**src/hw/rtl/serial_frame_deframer_unit_assert.svh**
```systemverilog
// Assertion macros shared by the serial frame deframer RTL.
// Depends on nothing; included by the modules that carry assertions.
`ifndef SERIAL_FRAME_DEFRAMER_UNIT_ASSERT_SVH
`define SERIAL_FRAME_DEFRAMER_UNIT_ASSERT_SVH

// Same-cycle implication, disabled while reset is low.
`define SFD_ASSERT_NOW(label, clk, rst_n, ante, cons) \
    label: assert property (@(posedge clk) disable iff (!(rst_n)) (ante) |-> (cons)) \
        else $error("sfd assertion failed");

// Next-cycle implication, disabled while reset is low.
`define SFD_ASSERT_NEXT(label, clk, rst_n, ante, cons) \
    label: assert property (@(posedge clk) disable iff (!(rst_n)) (ante) |=> (cons)) \
        else $error("sfd assertion failed");

`endif

```
**src/hw/rtl/sfd_pkg.sv**
```systemverilog
// Package of the serial frame deframer: widths, codes, reset values and types.
// Depends on nothing; used by every other file of the block but the assertion header.
package sfd_pkg;

    localparam int BYTE_W          = 8;
    localparam int PAYLOAD_W       = 64;
    localparam int KIND_W          = 2;
    localparam int CFG_IDX_W       = 1;
    localparam int CFG_DATA_W      = 8;
    localparam int MAX_PAYLOAD_DEF = 8;

    localparam logic [BYTE_W-1:0] START_MARKER_RST = 8'h00;
    localparam logic [BYTE_W-1:0] POWER_ID_RST     = 8'h03;

    typedef enum logic [CFG_IDX_W-1:0] {
        CFG_START_MARKER = 1'd0,
        CFG_POWER_ID     = 1'd1
    } t_cfg_idx;

    typedef enum logic [2:0] {
        PH_HUNT1 = 3'd0,
        PH_HUNT2 = 3'd1,
        PH_ID    = 3'd2,
        PH_LEN   = 3'd3,
        PH_DATA  = 3'd4
    } t_phase;

    typedef enum logic [KIND_W-1:0] {
        KIND_FORWARD = 2'd0,
        KIND_POWER   = 2'd1,
        KIND_DROPPED = 2'd2
    } t_kind;

    typedef struct packed {
        logic                  we;
        t_cfg_idx              idx;
        logic [CFG_DATA_W-1:0] data;
    } t_cfg_wr;

    typedef struct packed {
        t_kind                kind;
        logic [BYTE_W-1:0]    id;
        logic [BYTE_W-1:0]    length;
        logic [PAYLOAD_W-1:0] payload;
        logic [BYTE_W-1:0]    switches;
    } t_frame;

endpackage

```
**src/hw/rtl/sfd_byte_if.sv**
```systemverilog
// Channel interface carrying received serial bytes into the deframer.
// Depends on sfd_pkg for the byte width.
interface sfd_byte_if;
    logic                       valid;
    logic                       ready;
    logic [sfd_pkg::BYTE_W-1:0] rx_byte;

    modport source (output valid, output rx_byte, input ready);
    modport sink (input valid, input rx_byte, output ready);
endinterface

```
**src/hw/rtl/sfd_frame_if.sv**
```systemverilog
// Channel interface carrying completed frame reports out of the deframer.
// Depends on sfd_pkg for field widths.
interface sfd_frame_if;
    logic                          valid;
    logic                          ready;
    logic [sfd_pkg::KIND_W-1:0]    frame_kind;
    logic [sfd_pkg::BYTE_W-1:0]    frame_id;
    logic [sfd_pkg::BYTE_W-1:0]    frame_length;
    logic [sfd_pkg::PAYLOAD_W-1:0] frame_payload;
    logic [sfd_pkg::BYTE_W-1:0]    power_switches;

    modport source (output valid, output frame_kind, output frame_id, output frame_length,
                    output frame_payload, output power_switches, input ready);
    modport sink (input valid, input frame_kind, input frame_id, input frame_length,
                  input frame_payload, input power_switches, output ready);
endinterface

```
**src/hw/rtl/sfd_in_stage.sv**
```systemverilog
// Input register of the deframer: holds one accepted byte until the parser takes it.
// Depends on sfd_pkg.
module sfd_in_stage (
    input  logic                       i_clk,
    input  logic                       i_rst_n,
    input  logic                       i_valid,
    input  logic [sfd_pkg::BYTE_W-1:0] i_byte,
    input  logic                       i_take,
    output logic                       o_ready,
    output logic                       o_valid,
    output logic [sfd_pkg::BYTE_W-1:0] o_byte
);

    logic                       r_valid;
    logic [sfd_pkg::BYTE_W-1:0] r_byte;

    assign o_ready = !r_valid || i_take;
    assign o_valid = r_valid;
    assign o_byte  = r_byte;

    always_ff @(posedge i_clk) begin
        if (!i_rst_n) begin
            r_valid <= 1'b0;
        end else if (o_ready) begin
            r_valid <= i_valid;
        end
    end

    always_ff @(posedge i_clk) begin
        if (o_ready && i_valid) begin
            r_byte <= i_byte;
        end
    end

endmodule

```
**src/hw/rtl/sfd_parser.sv**
```systemverilog
// Frame parser: configuration registers, parse state machine and payload store.
// Depends on sfd_pkg and serial_frame_deframer_unit_assert.svh.
`include "serial_frame_deframer_unit_assert.svh"

module sfd_parser #(
    parameter int MAX_PAYLOAD = sfd_pkg::MAX_PAYLOAD_DEF
) (
    input  logic                       i_clk,
    input  logic                       i_rst_n,
    input  sfd_pkg::t_cfg_wr           i_cfg,
    input  logic                       i_go,
    input  logic [sfd_pkg::BYTE_W-1:0] i_byte,
    output logic                       o_res_valid,
    output sfd_pkg::t_frame            o_res
);

    localparam int LP_STORE_W   = MAX_PAYLOAD * sfd_pkg::BYTE_W;
    localparam int LP_PAYLOAD_W = sfd_pkg::PAYLOAD_W;
    localparam logic [sfd_pkg::BYTE_W-1:0] LP_MAX = sfd_pkg::BYTE_W'(MAX_PAYLOAD);

    sfd_pkg::t_phase             r_phase, n_phase;
    logic [sfd_pkg::BYTE_W-1:0]  r_id, n_id;
    logic [sfd_pkg::BYTE_W-1:0]  r_len, n_len;
    logic [sfd_pkg::BYTE_W-1:0]  r_count, n_count;
    logic [LP_STORE_W-1:0]       r_store, n_store;
    logic [sfd_pkg::BYTE_W-1:0]  r_switch, n_switch;
    logic [sfd_pkg::BYTE_W-1:0]  r_start_marker;
    logic [sfd_pkg::BYTE_W-1:0]  r_power_id;

    always_ff @(posedge i_clk) begin
        if (!i_rst_n) begin
            r_start_marker <= sfd_pkg::START_MARKER_RST;
            r_power_id     <= sfd_pkg::POWER_ID_RST;
        end else if (i_cfg.we) begin
            unique case (i_cfg.idx)
                sfd_pkg::CFG_START_MARKER: r_start_marker <= i_cfg.data;
                sfd_pkg::CFG_POWER_ID:     r_power_id     <= i_cfg.data;
                default: ;
            endcase
        end
    end

    always_ff @(posedge i_clk) begin
        if (!i_rst_n) begin
            r_phase  <= sfd_pkg::PH_HUNT1;
            r_id     <= '0;
            r_len    <= '0;
            r_count  <= '0;
            r_store  <= '0;
            r_switch <= '0;
        end else if (i_go) begin
            r_phase  <= n_phase;
            r_id     <= n_id;
            r_len    <= n_len;
            r_count  <= n_count;
            r_store  <= n_store;
            r_switch <= n_switch;
        end
    end

    logic                       finish;
    logic [sfd_pkg::BYTE_W-1:0] fin_len;
    logic [LP_STORE_W-1:0]      fin_store;
    logic                       oversize;

    always_comb begin
        n_phase     = r_phase;
        n_id        = r_id;
        n_len       = r_len;
        n_count     = r_count;
        n_store     = r_store;
        n_switch    = r_switch;
        finish      = 1'b0;
        fin_len     = r_len;
        fin_store   = r_store;
        oversize    = 1'b0;
        o_res_valid = 1'b0;
        o_res       = '0;

        unique case (r_phase)
            sfd_pkg::PH_HUNT1: begin
                if (i_byte == r_start_marker) begin
                    n_phase = sfd_pkg::PH_HUNT2;
                end
            end
            sfd_pkg::PH_HUNT2: begin
                n_phase = (i_byte == r_start_marker) ? sfd_pkg::PH_ID : sfd_pkg::PH_HUNT1;
            end
            sfd_pkg::PH_ID: begin
                n_id    = i_byte;
                n_phase = sfd_pkg::PH_LEN;
            end
            sfd_pkg::PH_LEN: begin
                n_len     = i_byte;
                n_count   = '0;
                n_store   = '0;
                fin_len   = i_byte;
                fin_store = '0;
                if (i_byte == '0) begin
                    finish = 1'b1;
                end else begin
                    n_phase = sfd_pkg::PH_DATA;
                end
            end
            sfd_pkg::PH_DATA: begin
                if (r_len <= LP_MAX && r_count < LP_MAX) begin
                    for (int k = 0; k < MAX_PAYLOAD; k++) begin
                        if (r_count == sfd_pkg::BYTE_W'(k)) begin
                            fin_store[k*sfd_pkg::BYTE_W +: sfd_pkg::BYTE_W] = i_byte;
                        end
                    end
                end
                n_store = fin_store;
                n_count = r_count + 8'd1;
                if (n_count >= r_len) begin
                    finish = 1'b1;
                end
            end
            default: begin
                n_phase = sfd_pkg::PH_HUNT1;
            end
        endcase

        if (finish) begin
            oversize    = fin_len > LP_MAX;
            o_res_valid = 1'b1;
            o_res.id    = n_id;
            o_res.length = fin_len;
            if (oversize) begin
                o_res.kind    = sfd_pkg::KIND_DROPPED;
                o_res.payload = '0;
            end else begin
                o_res.payload = LP_PAYLOAD_W'(fin_store);
                if (n_id == r_power_id) begin
                    o_res.kind = sfd_pkg::KIND_POWER;
                    if (fin_len != '0) begin
                        n_switch = fin_store[sfd_pkg::BYTE_W-1:0];
                    end
                end else begin
                    o_res.kind = sfd_pkg::KIND_FORWARD;
                end
            end
            o_res.switches = n_switch;
            n_phase        = sfd_pkg::PH_HUNT1;
            n_count        = '0;
            n_store        = '0;
        end
    end

    `SFD_ASSERT_NOW(a_res_only_on_frame_end, i_clk, i_rst_n, o_res_valid && i_go, (r_phase == sfd_pkg::PH_LEN || r_phase == sfd_pkg::PH_DATA))
    `SFD_ASSERT_NEXT(a_hunt_after_frame, i_clk, i_rst_n, i_go && o_res_valid, r_phase == sfd_pkg::PH_HUNT1 && r_count == '0)
    `SFD_ASSERT_NEXT(a_drop_keeps_switches, i_clk, i_rst_n, i_go && o_res_valid && o_res.kind == sfd_pkg::KIND_DROPPED, r_switch == $past(r_switch))
    `SFD_ASSERT_NEXT(a_count_steps, i_clk, i_rst_n, i_go && r_phase == sfd_pkg::PH_DATA && !o_res_valid, r_count == 8'($past(r_count) + 8'd1))

endmodule

```
**src/hw/rtl/serial_frame_deframer_unit.sv**
```systemverilog
// Serial frame deframer top level: one received byte per request in, frame reports out.
// A byte's result, if any, is registered at the output. Throughput is one byte per cycle
// while the output is not stalled; a stalled output holds the input back in the same cycle
// once the input register is full. The synchronous active-low reset returns the parser to
// hunting, clears the switch register and loads start marker 0x00 and power frame id 0x03.
// Depends on sfd_pkg, sfd_byte_if, sfd_frame_if, sfd_in_stage and sfd_parser.
module serial_frame_deframer_unit #(
    parameter int MAX_PAYLOAD = sfd_pkg::MAX_PAYLOAD_DEF
) (
    input  logic                           i_clk,
    input  logic                           i_rst_n,
    input  logic                           i_cfg_we,
    input  logic [sfd_pkg::CFG_IDX_W-1:0]  i_cfg_idx,
    input  logic [sfd_pkg::CFG_DATA_W-1:0] i_cfg_data,
    sfd_byte_if.sink                       i_rx,
    sfd_frame_if.source                    o_frame
);

    logic                       in_valid;
    logic [sfd_pkg::BYTE_W-1:0] in_byte;
    logic                       go;
    logic                       res_valid;
    sfd_pkg::t_frame            res;
    sfd_pkg::t_cfg_wr           cfg;
    logic                       r_out_valid;
    sfd_pkg::t_frame            r_out;

    assign cfg.we   = i_cfg_we;
    assign cfg.idx  = sfd_pkg::t_cfg_idx'(i_cfg_idx);
    assign cfg.data = i_cfg_data;

    assign go = in_valid && (!r_out_valid || o_frame.ready);

    sfd_in_stage u_in (
        .i_clk   (i_clk),
        .i_rst_n (i_rst_n),
        .i_valid (i_rx.valid),
        .i_byte  (i_rx.rx_byte),
        .i_take  (go),
        .o_ready (i_rx.ready),
        .o_valid (in_valid),
        .o_byte  (in_byte)
    );

    sfd_parser #(
        .MAX_PAYLOAD (MAX_PAYLOAD)
    ) u_parser (
        .i_clk       (i_clk),
        .i_rst_n     (i_rst_n),
        .i_cfg       (cfg),
        .i_go        (go),
        .i_byte      (in_byte),
        .o_res_valid (res_valid),
        .o_res       (res)
    );

    always_ff @(posedge i_clk) begin
        if (!i_rst_n) begin
            r_out_valid <= 1'b0;
        end else if (go) begin
            r_out_valid <= res_valid;
        end else if (o_frame.ready) begin
            r_out_valid <= 1'b0;
        end
    end

    always_ff @(posedge i_clk) begin
        if (go && res_valid) begin
            r_out <= res;
        end
    end

    assign o_frame.valid          = r_out_valid;
    assign o_frame.frame_kind     = r_out.kind;
    assign o_frame.frame_id       = r_out.id;
    assign o_frame.frame_length   = r_out.length;
    assign o_frame.frame_payload  = r_out.payload;
    assign o_frame.power_switches = r_out.switches;

endmodule

```
**src/flat_wrapper.sv**
```systemverilog
// flat-port wrapper written by rule: the top's interface ports become plain ports
module serial_frame_deframer_unit_flat 
#(
    parameter int MAX_PAYLOAD = sfd_pkg::MAX_PAYLOAD_DEF
)
  (i_clk, i_rst_n, i_cfg_we, i_cfg_idx, i_cfg_data, i_rx_valid, i_rx_rx_byte, i_rx_ready, o_frame_valid, o_frame_frame_kind, o_frame_frame_id, o_frame_frame_length, o_frame_frame_payload, o_frame_power_switches, o_frame_ready);
  sfd_byte_if i_rx_i ();
  sfd_frame_if o_frame_i ();
  input  logic i_clk;
  input  logic i_rst_n;
  input  logic i_cfg_we;
  input  logic [sfd_pkg::CFG_IDX_W-1:0] i_cfg_idx;
  input  logic [sfd_pkg::CFG_DATA_W-1:0] i_cfg_data;
  input wire logic [$bits(i_rx_i.valid)-1:0] i_rx_valid;
  input wire logic [$bits(i_rx_i.rx_byte)-1:0] i_rx_rx_byte;
  output wire logic [$bits(i_rx_i.ready)-1:0] i_rx_ready;
  output wire logic [$bits(o_frame_i.valid)-1:0] o_frame_valid;
  output wire logic [$bits(o_frame_i.frame_kind)-1:0] o_frame_frame_kind;
  output wire logic [$bits(o_frame_i.frame_id)-1:0] o_frame_frame_id;
  output wire logic [$bits(o_frame_i.frame_length)-1:0] o_frame_frame_length;
  output wire logic [$bits(o_frame_i.frame_payload)-1:0] o_frame_frame_payload;
  output wire logic [$bits(o_frame_i.power_switches)-1:0] o_frame_power_switches;
  input wire logic [$bits(o_frame_i.ready)-1:0] o_frame_ready;
  assign i_rx_i.valid = i_rx_valid;
  assign i_rx_i.rx_byte = i_rx_rx_byte;
  assign i_rx_ready = i_rx_i.ready;
  assign o_frame_valid = o_frame_i.valid;
  assign o_frame_frame_kind = o_frame_i.frame_kind;
  assign o_frame_frame_id = o_frame_i.frame_id;
  assign o_frame_frame_length = o_frame_i.frame_length;
  assign o_frame_frame_payload = o_frame_i.frame_payload;
  assign o_frame_power_switches = o_frame_i.power_switches;
  assign o_frame_i.ready = o_frame_ready;
  serial_frame_deframer_unit #(.MAX_PAYLOAD(MAX_PAYLOAD)) u_core (.i_clk(i_clk), .i_rst_n(i_rst_n), .i_cfg_we(i_cfg_we), .i_cfg_idx(i_cfg_idx), .i_cfg_data(i_cfg_data), .i_rx(i_rx_i), .o_frame(o_frame_i));
endmodule
```
**config.mk**
```make
export PLATFORM = sky130hd
export DESIGN_NAME = serial_frame_deframer_unit_flat
export DESIGN_NICKNAME = d
export VERILOG_FILES = /design/src/hw/rtl/sfd_pkg.sv /design/src/hw/rtl/sfd_byte_if.sv /design/src/hw/rtl/sfd_frame_if.sv /design/src/hw/rtl/sfd_in_stage.sv /design/src/hw/rtl/sfd_parser.sv /design/src/hw/rtl/serial_frame_deframer_unit.sv /design/src/flat_wrapper.sv
export VERILOG_INCLUDE_DIRS = /design/src /design/src/hw/rtl
export SDC_FILE = /design/constraint.sdc
export NUM_CORES = 1
export LEC_CHECK = 0
export BUFFER_PORTS_ARGS = -buffer_cell sky130_fd_sc_hd__buf_2
export CAP_MARGIN = 0
export CORE_UTILIZATION = 65
export CTS_BUF_LIST = sky130_fd_sc_hd__clkbuf_4 sky130_fd_sc_hd__clkbuf_8
export CTS_CLUSTER_DIAMETER = 120
export DETAILED_ROUTE_END_ITERATION = 6
export PLACE_DENSITY = 0.92
export SYNTH_ARGS = -nofsm -noshare
export SYNTH_HDL_FRONTEND = slang
export SYNTH_SLANG_ARGS = --single-unit
```
**constraint.sdc**
```tcl
create_clock -name i_clk -period 19.57 [get_ports i_clk]
set_input_delay 0.9785 -clock i_clk [delete_from_list [all_inputs] [get_ports i_clk]]
set_output_delay 0.9785 -clock i_clk [all_outputs]
set_load 0.1 [all_outputs]
```
==> results.ini, run 1 <==
[timing]
hold_violations = 0
slew_headroom_pct = 27.3
period_share_pct = 24.0
finClkSkew_ns = 0.0277
max_freq_ghz = 0.213
slew_viol_final = 0
rsz0062_at_grt = false
period_needed_ns = 4.69
worst_pin_slew_ns = 1.09
finalSetupTns_ns = 0
holdWs_ns = 0.458
setup_viol = 0
layout_setup_ws_ns = 14.88

[clock_tree]
cts_tree = built
cts_buffers = 34
cts-root-buf = clkbuf_8
htree_levels = 2
cts_resized = 0
postCtsSetupRepairBufs = 0
postCtsHoldBufs = 0
clock_path_buffers = 3
clock_latency_ns = 0.53
clk_pin_slew_ns = 0.07
clkSinkCount = 215

[worst_setup_path]
slowest_stage = buf_4
cp-start-kind = flip-flop
crit_arrival_ns = 4.82
path_cells = nand3_1 -> nor2_1 -> nand3_1 -> xnor2_1 -> ha_1 -> and2_0 -> o2111ai_1 -> nor3_2 -> and3b_1 -> nor2_4 -> buf_4
cp_common_cell = nand3_1
crit_family = simple AND/OR/NAND/NOR gates
crit_required_ns = 19.70
cp_slowest_stage_delay_ns = 0.80
crit_path_max_fanout = 68
critPathBufInv = 1
critPathKind = reg -> reg
crit_path_end_kind = flip-flop

[grt]
grt_max_degree = 76
grt_pass1_vias = 7645
top_usage_layer = met2
grt_util_all_layers_pct = 32.7
grtUsageMet1_pct = 41.1
grt_pass1_wl_um = 38400
overflow = 0
antenna_found_initial = 0
use_met3_pct = 5.77
use_met2_pct = 53.9

[run_status]
outcome = complete, no violations

[route]
drt_first_pass_iters = 6
via_per_inst = 6.19
postRouteAntennaNets = 0
num_vias = 8157
first_iter_violations = 938
drt-total-wl_um = 24800
drc = 0
wire_per_inst_um = 18.9

[power_and_ir_drop]
pwr-share-comb_pct = 3.4
finalPower_uw = 908
p_int_uw = 709
leakagePower_uw = 0.00435
power.switching_uw = 199
seq_power_share_pct = 52.5
irDropWorstVdd_mv = 0.0669
swShare_pct = 21.9
power_density_nw_per_um2 = 82.9
pwr-share-clk_pct = 44.1

[layout]
layout-area-overhead-vs-synth_pct = 13.2
n_antenna_cell = 0
drive_gt1_share_pct = 18.0
num-nets-final = 1143

[logic_synthesis]
ys_seq_area_share_pct = 54.6
synth_largest_area_cell = edfxtp_1
ys_warn_count = 0
ys_top_cells_by_area = edfxtp_1, dfxtp_1, nand2_1
async_flop_share_pct = 0
syn-cell-area_sq_um = 9680
post_synth_inst_count = 1017
synth-seq-cells = 215
synth_top_area_share_pct = 30.4
syn_nets = 1051
synth_area_per_cell_sq_um = 9.52
synth_cell_types = 62
synth-edff-count = 98
synth_ff_type = dfxtp_1

[placement]
place.gp.congestion = 0.940
place_hpwl_um = 15100
port-buffer-count = 113
dpl_worst_slack_ns = 14.96

[floorplanning]
die-area_sq_um = 15400
coreArea_sq_um = 14500
initial_core_util_pct = 66.6
fp-row-count = 44
die_w_um = 124
die_height_um = 124
ioPinCount = 114

[run]
maxCapViolCount = 0

[min_path]
min_path_type = reg -> reg

==> area by class of cell <==
cell class | count | area [sq um]
Sequential cell | 215 | 5290
Multi-Input combinational cell | 716 | 4010
Inverter | 20 | 75.1
Fill cell | 1021 | 3580
Clock buffer | 60 | 719
Clock inverter | 1 | 3.75
Tap cell | 184 | 230
Timing Repair Buffer | 122 | 633
==> placed cells by master (no fill, tap or decap), drive strengths merged, types with 12 or more instances in the layout <==
cell type	instances
a21boi	22
a21oi	85
and3	12
buf	122
clkbuf	60
dfxtp	117
edfxtp	98
ha	12
inv	20
mux2i	29
nand2	220
nand3	64
nor2	65
nor2b	26
o21ai	61
xnor2	16
==> worst reg2reg max path: cells and delay by family, from the launching register on <==
kind,cells,cell delay [ns]
adders and majority gates,1,0.30
DFF,1,0.65
AOI/OAI and AO/OA,1,0.14
xor gates and xnor gates,1,0.16
buffers and inverters,1,0.80
and+or+nand+nor,7,2.18
==> cells in the mapped netlist (all sizes together) (3+ instances only) <==
| cell type | n |
|---|---|
| nor3 | 10 |
| dfxtp | 117 |
| mux2i | 29 |
| xnor2 | 16 |
| a221oi | 3 |
| o21ai | 61 |
| o2bb2ai | 9 |
| nand2 | 220 |
| inv | 20 |
| buf | 31 |
| nand3 | 64 |
| and3 | 12 |
| clkbuf | 35 |
| a21o | 11 |
| edfxtp | 98 |
| nor2 | 65 |
| nand2b | 4 |
| o31ai | 10 |
| a22oi | 4 |
| a21boi | 22 |
| nor2b | 26 |
| xor2 | 4 |
| and2 | 8 |
| nand4 | 6 |
| ha | 12 |
| a21oi | 85 |
| nor3b | 3 |
| nor4 | 5 |
==> stage by stage <==
step	area, sq um	utilization (%)	std cells
2_1_floorplan	9680	-	1017
3_3_place_gp	10200	70.4	1257
4_1_cts	11000	75.4	1318
6_report	11000	75.4	1318
5_1_grt	11000	75.4	1318
3_5_place_dp	10200	70.4	1257
==> per-layer routing <==
layer	routed length, um	vias up
li1	-	3734
met1	9410	3828
met2	12100	497
met3	2190	98
met4	1110	0
met5	0	-
==> cells by family after synthesis <==
kind of cell | after synthesis | share of synthesized area [%]
buf+inv | 86 | 4.01
xor+xnor | 20 | 1.81
mux | 29 | 3.00
flops | 215 | 54.6
compound gates | 223 | 14.3
fa+ha+maj | 12 | 1.55
simple gates | 432 | 20.7
==> power groups by stage <==
| stage | sequential (uW) | combinational (uW) | clock [uW] |
|---|---|---|---|
| 6_report | 477 | 31.2 | 400 |
| 3_3_place_gp | 486 | 29.6 | 0 |
| 3_5_place_dp | 486 | 30.2 | 0 |
| 4_1_cts | 476 | 30.6 | 401 |
| 5_1_grt | 477 | 33.1 | 419 |
| 2_1_floorplan | 481 | 23.2 | 0 |
==> final timing paths <==
path / to / startpoint / slack (ns) / depth (start not counted)
max: u_core.o_frame.power_switches[1] / u_core.u_parser.r_count[2] / 14.88 / 11
min: u_core.u_parser.r_store[28] / u_core.u_parser.r_store[28] / 0.46 / 2
max reg2reg: u_core.o_frame.power_switches[1] / u_core.u_parser.r_count[2] / 14.88 / 11
min reg2reg: u_core.u_parser.r_store[28] / u_core.u_parser.r_store[28] / 0.46 / 2
==> sequential cells by signal, summed over array words and instances (netlist names) <==
register / flops
u_core.o_frame.frame_payload: 64
u_core.u_parser.r_store: 64
u_core.o_frame.frame_id: 8
u_core.o_frame.frame_length: 8
u_core.o_frame.power_switches: 8
u_core.u_in.o_byte: 8
u_core.u_parser.r_count: 8
u_core.u_parser.r_id: 8
u_core.u_parser.r_len: 8
u_core.u_parser.r_power_id: 8
u_core.u_parser.r_start_marker: 8
u_core.u_parser.r_switch: 8
u_core.u_parser.r_phase: 3
u_core.o_frame.frame_kind: 2
u_core.o_frame.valid: 1
u_core.u_in.o_valid: 1
No activity file was read; power rests on OpenSTA's default activity.
==> run 2, diff against run 1 <==
--- a/config.mk
+++ b/config.mk
@@ -8,11 +8,11 @@
 export LEC_CHECK = 0
 export BUFFER_PORTS_ARGS = -buffer_cell sky130_fd_sc_hd__buf_2
 export CAP_MARGIN = 0
-export CORE_UTILIZATION = 65
+export CORE_UTILIZATION = 60
 export CTS_BUF_LIST = sky130_fd_sc_hd__clkbuf_4 sky130_fd_sc_hd__clkbuf_8
 export CTS_CLUSTER_DIAMETER = 120
 export DETAILED_ROUTE_END_ITERATION = 6
-export PLACE_DENSITY = 0.92
+export PLACE_DENSITY = 0.86
 export SYNTH_ARGS = -nofsm -noshare
 export SYNTH_HDL_FRONTEND = slang
 export SYNTH_SLANG_ARGS = --single-unit
==> constraint.sdc (replaced) <==
create_clock -name i_clk -period 4.9 [get_ports i_clk]
set_input_delay 0.245 -clock i_clk [delete_from_list [all_inputs] [get_ports i_clk]]
set_output_delay 0.245 -clock i_clk [all_outputs]
set_load 0.1 [all_outputs]
==> results.ini, run 2 (synthesized netlist as in run 1, its figures left out) <==
[worst_setup_path]
cp-start-kind = flip-flop
crit_path_end_kind = flip-flop
crit_path_max_fanout = 49  ; -28%
path_cells = nand3_1 -> nor2_1 -> nand3_1 -> xnor2_1 -> ha_1 -> and2_0 -> o2111ai_1 -> nor3_2 -> nand3b_1 -> buf_4 -> nand2_2 -> buf_12 -> a21oi_1
crit_required_ns = 5.25  ; -14.45 ns
slowest_stage = dfxtp_1
crit_arrival_ns = 4.08  ; -0.74 ns
reg2reg_slack_ns = 1.17  ; -13.71 ns
critPathKind = reg -> reg
cp_slowest_stage_delay_ns = 0.65  ; -0.15 ns
crit_family = simple AND/OR/NAND/NOR gates
critPathBufInv = 2  ; +1
cp_common_cell = nand3_1

[timing]
setup_viol = 0  ; unchanged
rsz0062_at_grt = false
slew_viol_final = 0  ; unchanged
holdWs_ns = 0.122  ; -0.336 ns
slew_headroom_pct = 26.1  ; -1.2 points
max_freq_ghz = 0.268  ; +26%
period_needed_ns = 3.73  ; -0.955 ns
hold_violations = 0  ; unchanged
finalSetupTns_ns = 0  ; unchanged
finClkSkew_ns = 0.0202  ; -0.00757 ns
period_share_pct = 76.2  ; +52 points
worst_pin_slew_ns = 1.10  ; +0.0154 ns

[floorplanning]
ioPinCount = 114  ; unchanged
initial_core_util_pct = 61.1  ; -5.4 points
coreArea_sq_um = 15800  ; +8.9%
die_w_um = 129  ; +4.0%
die_height_um = 129  ; +4.0%
fp-row-count = 46  ; +4.5%
die-area_sq_um = 16600  ; +8.2%

[run]
maxCapViolCount = 0  ; unchanged

[layout]
num-nets-final = 1166  ; +2.0%
layout_common_cells = nand2_1, dfxtp_1, buf_2
final_common_cell = nand2_1
drive_gt1_share_pct = 18.0  ; -0.027 points
fin_util_pct = 70.8  ; -4.6 points
n_antenna_cell = 0  ; unchanged
nFillCells = 1168  ; +14%
layout-area-overhead-vs-synth_pct = 15.8

[grt]
overflow = 0  ; unchanged
grt_util_all_layers_pct = 28.0  ; -4.6 points
antenna_found_initial = 0  ; unchanged
grt_pass1_wl_um = 36200  ; -5.9%
grt_pass1_vias = 7141  ; -6.6%
grt_max_degree = 92  ; +21%

[placement]
place_hpwl_um = 14100  ; -6.5%
port-buffer-count = 113  ; unchanged
place.gp.congestion = 0.947  ; +0.70%

[power_and_ir_drop]
leakagePower_uw = 0.00444  ; +2.2%
irDropWorstVdd_mv = 0.244  ; +260%
power_density_nw_per_um2 = 319  ; +280%

[clock_tree]
cts-root-buf = clkbuf_8
clkSinkCount = 215  ; unchanged
clock_path_buffers = 3  ; unchanged
cts_buffers = 34  ; unchanged
htree_levels = 2  ; unchanged
postCtsSetupRepairBufs = 0  ; unchanged
cts_tree = built
clk_pin_slew_ns = 0.06  ; about the same
clock_latency_ns = 0.52  ; about the same

[route]
wire_per_inst_um = 16.7  ; -11%
postRouteAntennaNets = 0  ; unchanged
num_vias = 7863  ; -3.6%
drt-total-wl_um = 23000  ; -7.4%
drt_first_pass_iters = 5  ; -1
via_per_inst = 5.72  ; -7.5%
drc = 0  ; unchanged
first_iter_violations = 847  ; -9.7%

[min_path]
min_path_type = in -> reg

[run_status]
outcome = complete, no violations

==> run 2: layout make-up <==
| cell class | instances | area [sq um] | share of cell area [%] |
|---|---|---|---|
| repair buffers | 145 | 873 | 7.79 |
| clock inverters | 7 | 30.0 | 0.268 |
| well taps | 216 | 270 | 2.41 |
| inverters | 20 | 75.1 | 0.670 |
| multi-input cells | 716 | 4010 | 35.8 |
| flip-flops and latches | 215 | 5290 | 47.2 |
| clock buffers | 55 | 663 | 5.92 |
==> run 2: what timing repair did <==
| action | in CTS | in global routing |
|---|---|---|
| hold buffers | 17 | 0 |
| hold endpoints to repair | 18 | 0 |
| gates resized for setup | 0 | 0 |
==> run 2: layer usage <==
layer / vias up / GRT usage, % / wire (um)
met5: - / 0 / 0
met2: 366 / 46.2 / 10900
met3: 77 / 4.74 / 1680
met1: 3645 / 36.2 / 9500
li1: 3775 / - / -
met4: 0 / 13.0 / 889
==> run 2: worst paths after layout <==
kind	start	end	cells past startpoint
worst max-delay path	u_core.u_parser.r_count[2]	u_core.o_frame.frame_payload[24]	13
worst min-delay path	o_frame_ready	u_core.o_frame.valid	3
worst max register to register	u_core.u_parser.r_count[2]	u_core.o_frame.frame_payload[24]	13
worst min register to register	u_core.u_parser.r_store[19]	u_core.u_parser.r_store[19]	2
==> run 2: tightest hold or removal path: stages <==
cell and delay, ns:
buf_2 0.08, nor2b_1 0.07, o21a_1 0.19
==> run 2: stage by stage <==
| stage | instance area (sq um) | std cells | setup slack (ns) | total power (uW) |
|---|---|---|---|---|
| after global placement | 10300 | 1295 | 1.36 | 2060 |
| after floorplan | 9680 | 1017 | 0.545 | 2010 |
| final | 11200 | 1374 | 1.17 | 3570 |
| after CTS | 11200 | 1374 | 1.22 | 3580 |
| after global routing | 11200 | 1374 | 0.794 | 3660 |
| after detailed placement | 10300 | 1295 | 1.25 | 2060 |
==> run 2: report_power, final <==
group,internal [uW],switching (uW)
clock network,856,677
logic,52.9,98.8
registers,1870,13.6
total,2780,790
==> run 3, diff against run 2 <==
--- a/config.mk
+++ b/config.mk
@@ -8,11 +8,11 @@
 export LEC_CHECK = 0
 export BUFFER_PORTS_ARGS = -buffer_cell sky130_fd_sc_hd__buf_2
 export CAP_MARGIN = 0
-export CORE_UTILIZATION = 60
+export CORE_UTILIZATION = 55
 export CTS_BUF_LIST = sky130_fd_sc_hd__clkbuf_4 sky130_fd_sc_hd__clkbuf_8
 export CTS_CLUSTER_DIAMETER = 120
 export DETAILED_ROUTE_END_ITERATION = 6
-export PLACE_DENSITY = 0.86
+export PLACE_DENSITY = 0.83
 export SYNTH_ARGS = -nofsm -noshare
 export SYNTH_HDL_FRONTEND = slang
 export SYNTH_SLANG_ARGS = --single-unit
==> constraint.sdc (replaced) <==
create_clock -name i_clk -period 3.2 [get_ports i_clk]
set_input_delay 0.16 -clock i_clk [delete_from_list [all_inputs] [get_ports i_clk]]
set_output_delay 0.16 -clock i_clk [all_outputs]
set_load 0.1 [all_outputs]
==> results.ini, run 3 (synthesized netlist as in run 1, its figures left out) <==
[power_and_ir_drop]
power_density_nw_per_um2 = 490  ; +54%
swShare_pct = 22.6  ; +0.47 points
p_int_uw = 4390  ; +58%
irDropWorstVdd_mv = 0.381  ; +57%
pwr-share-clk_pct = 44.7  ; +1.8 points
finalPower_uw = 5680  ; +59%
pwr-share-comb_pct = 4.4  ; +0.2 points
leakagePower_uw = 0.00462  ; +4.1%
power.switching_uw = 1280  ; +62%
seq_power_share_pct = 50.9  ; -1.9 points

[floorplanning]
coreArea_sq_um = 17200  ; +8.9%
die_height_um = 135  ; +4.4%
ioPinCount = 114  ; unchanged
initial_core_util_pct = 56.1  ; -5.0 points
fp-row-count = 48  ; +4.3%
die-area_sq_um = 18100  ; +8.9%
die_w_um = 135  ; +4.4%

[worst_setup_path]
crit_path_end_kind = flip-flop
cp_slowest_stage_delay_ns = 0.42  ; -0.23 ns
reg2reg_slack_ns = 0.23  ; -0.93 ns
crit_family = simple AND/OR/NAND/NOR gates
critPathKind = reg -> reg
critPathBufInv = 1  ; -1
crit_required_ns = 3.49  ; -1.76 ns
cp-start-kind = flip-flop
crit_arrival_ns = 3.25  ; -0.83 ns
crit_start = u_core.u_parser.r_count[3]
slowest_stage = dfxtp_1
rr_startpoint = u_core.u_parser.r_count[3]
path_cells = nand2_1 -> nor2_2 -> nand3_1 -> xnor2_2 -> ha_1 -> and2_4 -> a221oi_2 -> nand2b_1 -> nand3b_1 -> nand2_2 -> buf_4 -> a21oi_1
crit_path_max_fanout = 16  ; -67%

[route]
num_vias = 8082  ; +2.8%
drt_first_pass_iters = 5  ; unchanged
postRouteAntennaNets = 0  ; unchanged
drc = 0  ; unchanged
via_per_inst = 5.72  ; about the same
first_iter_violations = 715  ; -16%
drt-total-wl_um = 24400  ; +5.9%
wire_per_inst_um = 17.3  ; +3.0%

[clock_tree]
cts-root-buf = clkbuf_8
cts_buffers = 35  ; +2.9%
postCtsSetupRepairBufs = 0  ; unchanged
htree_levels = 2  ; unchanged
clk_pin_slew_ns = 0.06  ; about the same
cts_tree = built
clkSinkCount = 215  ; unchanged
clock_latency_ns = 0.54  ; +0.02 ns
clock_path_buffers = 3  ; unchanged

[timing]
finalSetupTns_ns = 0  ; unchanged
holdWs_ns = 0.113  ; -0.00896 ns
slew_viol_final = 0  ; unchanged
period_share_pct = 92.7  ; +17 points
rsz0062_at_grt = false
period_needed_ns = 2.97  ; -0.766 ns
layout_setup_ws_ns = 0.233  ; -0.934 ns
hold_violations = 0  ; unchanged
slew_headroom_pct = 54.6  ; +28 points
finClkSkew_ns = 0.0284  ; +0.00823 ns
max_freq_ghz = 0.337  ; +26%
worst_pin_slew_ns = 0.680  ; -0.423 ns
setup_viol = 0  ; unchanged

[placement]
dpl_worst_slack_ns = 0.126  ; -1.13 ns
place_hpwl_um = 15500  ; +10%
port-buffer-count = 113  ; unchanged
place.gp.congestion = 0.936  ; -1.1%

[min_path]
min_from = i_rst_n
min_path_type = in -> reg

[layout]
final_common_cell = nand2_1
fin_util_pct = 67.2  ; -3.6 points
n_antenna_cell = 0  ; unchanged
layout_common_cells = nand2_1, dfxtp_1, buf_2
layout-area-overhead-vs-synth_pct = 19.7
num-nets-final = 1194  ; +2.4%
drive_gt1_share_pct = 21.1  ; +3.1 points
nFillCells = 1355  ; +16%

[run_status]
outcome = complete, no violations

[run]
maxCapViolCount = 0  ; unchanged

[grt]
grt_max_degree = 50  ; -46%
grt_pass1_wl_um = 39000  ; +7.9%
grt_util_all_layers_pct = 27.6  ; -0.38 points
antenna_found_initial = 0  ; unchanged
grt_pass1_vias = 7644  ; +7.0%
overflow = 0  ; unchanged

==> run 3: changes by cell type in the layout (fill, tap and decap cells not counted), moves of 2 or more <==
| cell | previous run | this run |
|---|---|---|
| dfxtp_4 | 0 | 2 |
| dfxtp_1 | 117 | 114 |
| clkbuf_4 | 15 | 9 |
| buf_4 | 13 | 37 |
| clkbuf_8 | 40 | 44 |
| clkinv_1 | 4 | 2 |
| clkinv_2 | 3 | 6 |
==> run 3: path summary, 6_finish.rpt <==
kind | end | cells after the start
setup / recovery | u_core.o_frame.frame_payload[22] | 12
hold / removal | u_core.u_parser.r_count[2] | 2
setup reg to reg | u_core.o_frame.frame_payload[22] | 12
hold reg to reg | u_core.u_parser.r_store[30] | 2
==> run 3: layout make-up <==
cell class / instances / area (sq um) / area share (%)
Clock buffer: 53 / 673 / 5.81
Timing Repair Buffer: 172 / 1090 / 9.45
Sequential cell: 215 / 5290 / 45.7
Tap cell: 225 / 282 / 2.43
Clock inverter: 11 / 83.8 / 0.724
Inverter: 20 / 75.1 / 0.648
Multi-Input combinational cell: 716 / 4080 / 35.2
==> run 3: metal layers <==
| metal | GRT usage [%] | vias to the layer above | routed length (um) |
|---|---|---|---|
| met5 | 0 | - | 0 |
| met4 | 12.3 | 0 | 1030 |
| met3 | 5.22 | 92 | 1940 |
| met2 | 45.6 | 367 | 11500 |
| met1 | 35.4 | 3786 | 9890 |
| li1 | - | 3837 | - |
==> run 3: worst register-to-register path: stages (launching register included) <==
cell,delay (ns)
dfxtp_1,0.42
nand2_1,0.10
nor2_2,0.20
nand3_1,0.14
xnor2_2,0.17
ha_1,0.31
and2_4,0.18
a221oi_2,0.29
nand2b_1,0.17
nand3b_1,0.23
nand2_2,0.17
buf_4,0.25
a21oi_1,0.10
==> run 3: per-stage QoR <==
step | cells | instance area, sq um
3_3_place_gp | 1330 | 10600
2_1_floorplan | 1017 | 9760
3_5_place_dp | 1330 | 10600
4_1_cts | 1412 | 11600
5_1_grt | 1412 | 11600
6_report | 1412 | 11600
==> run 3: power by group through the flow <==
stage / Sequential [uW] / Clock, uW / Combinational, uW
6_report: 2890 / 2530 / 251
3_3_place_gp: 2950 / 0 / 223
5_1_grt: 2890 / 2700 / 263
3_5_place_dp: 2950 / 0 / 226
4_1_cts: 2890 / 2570 / 243
2_1_floorplan: 2940 / 0 / 144
==> run 3: timing repair <==
action,in CTS,in global routing
gates resized for setup,0,4
hold buffers,18,0
hold endpoints to repair,26,0
setup endpoints to repair,0,245
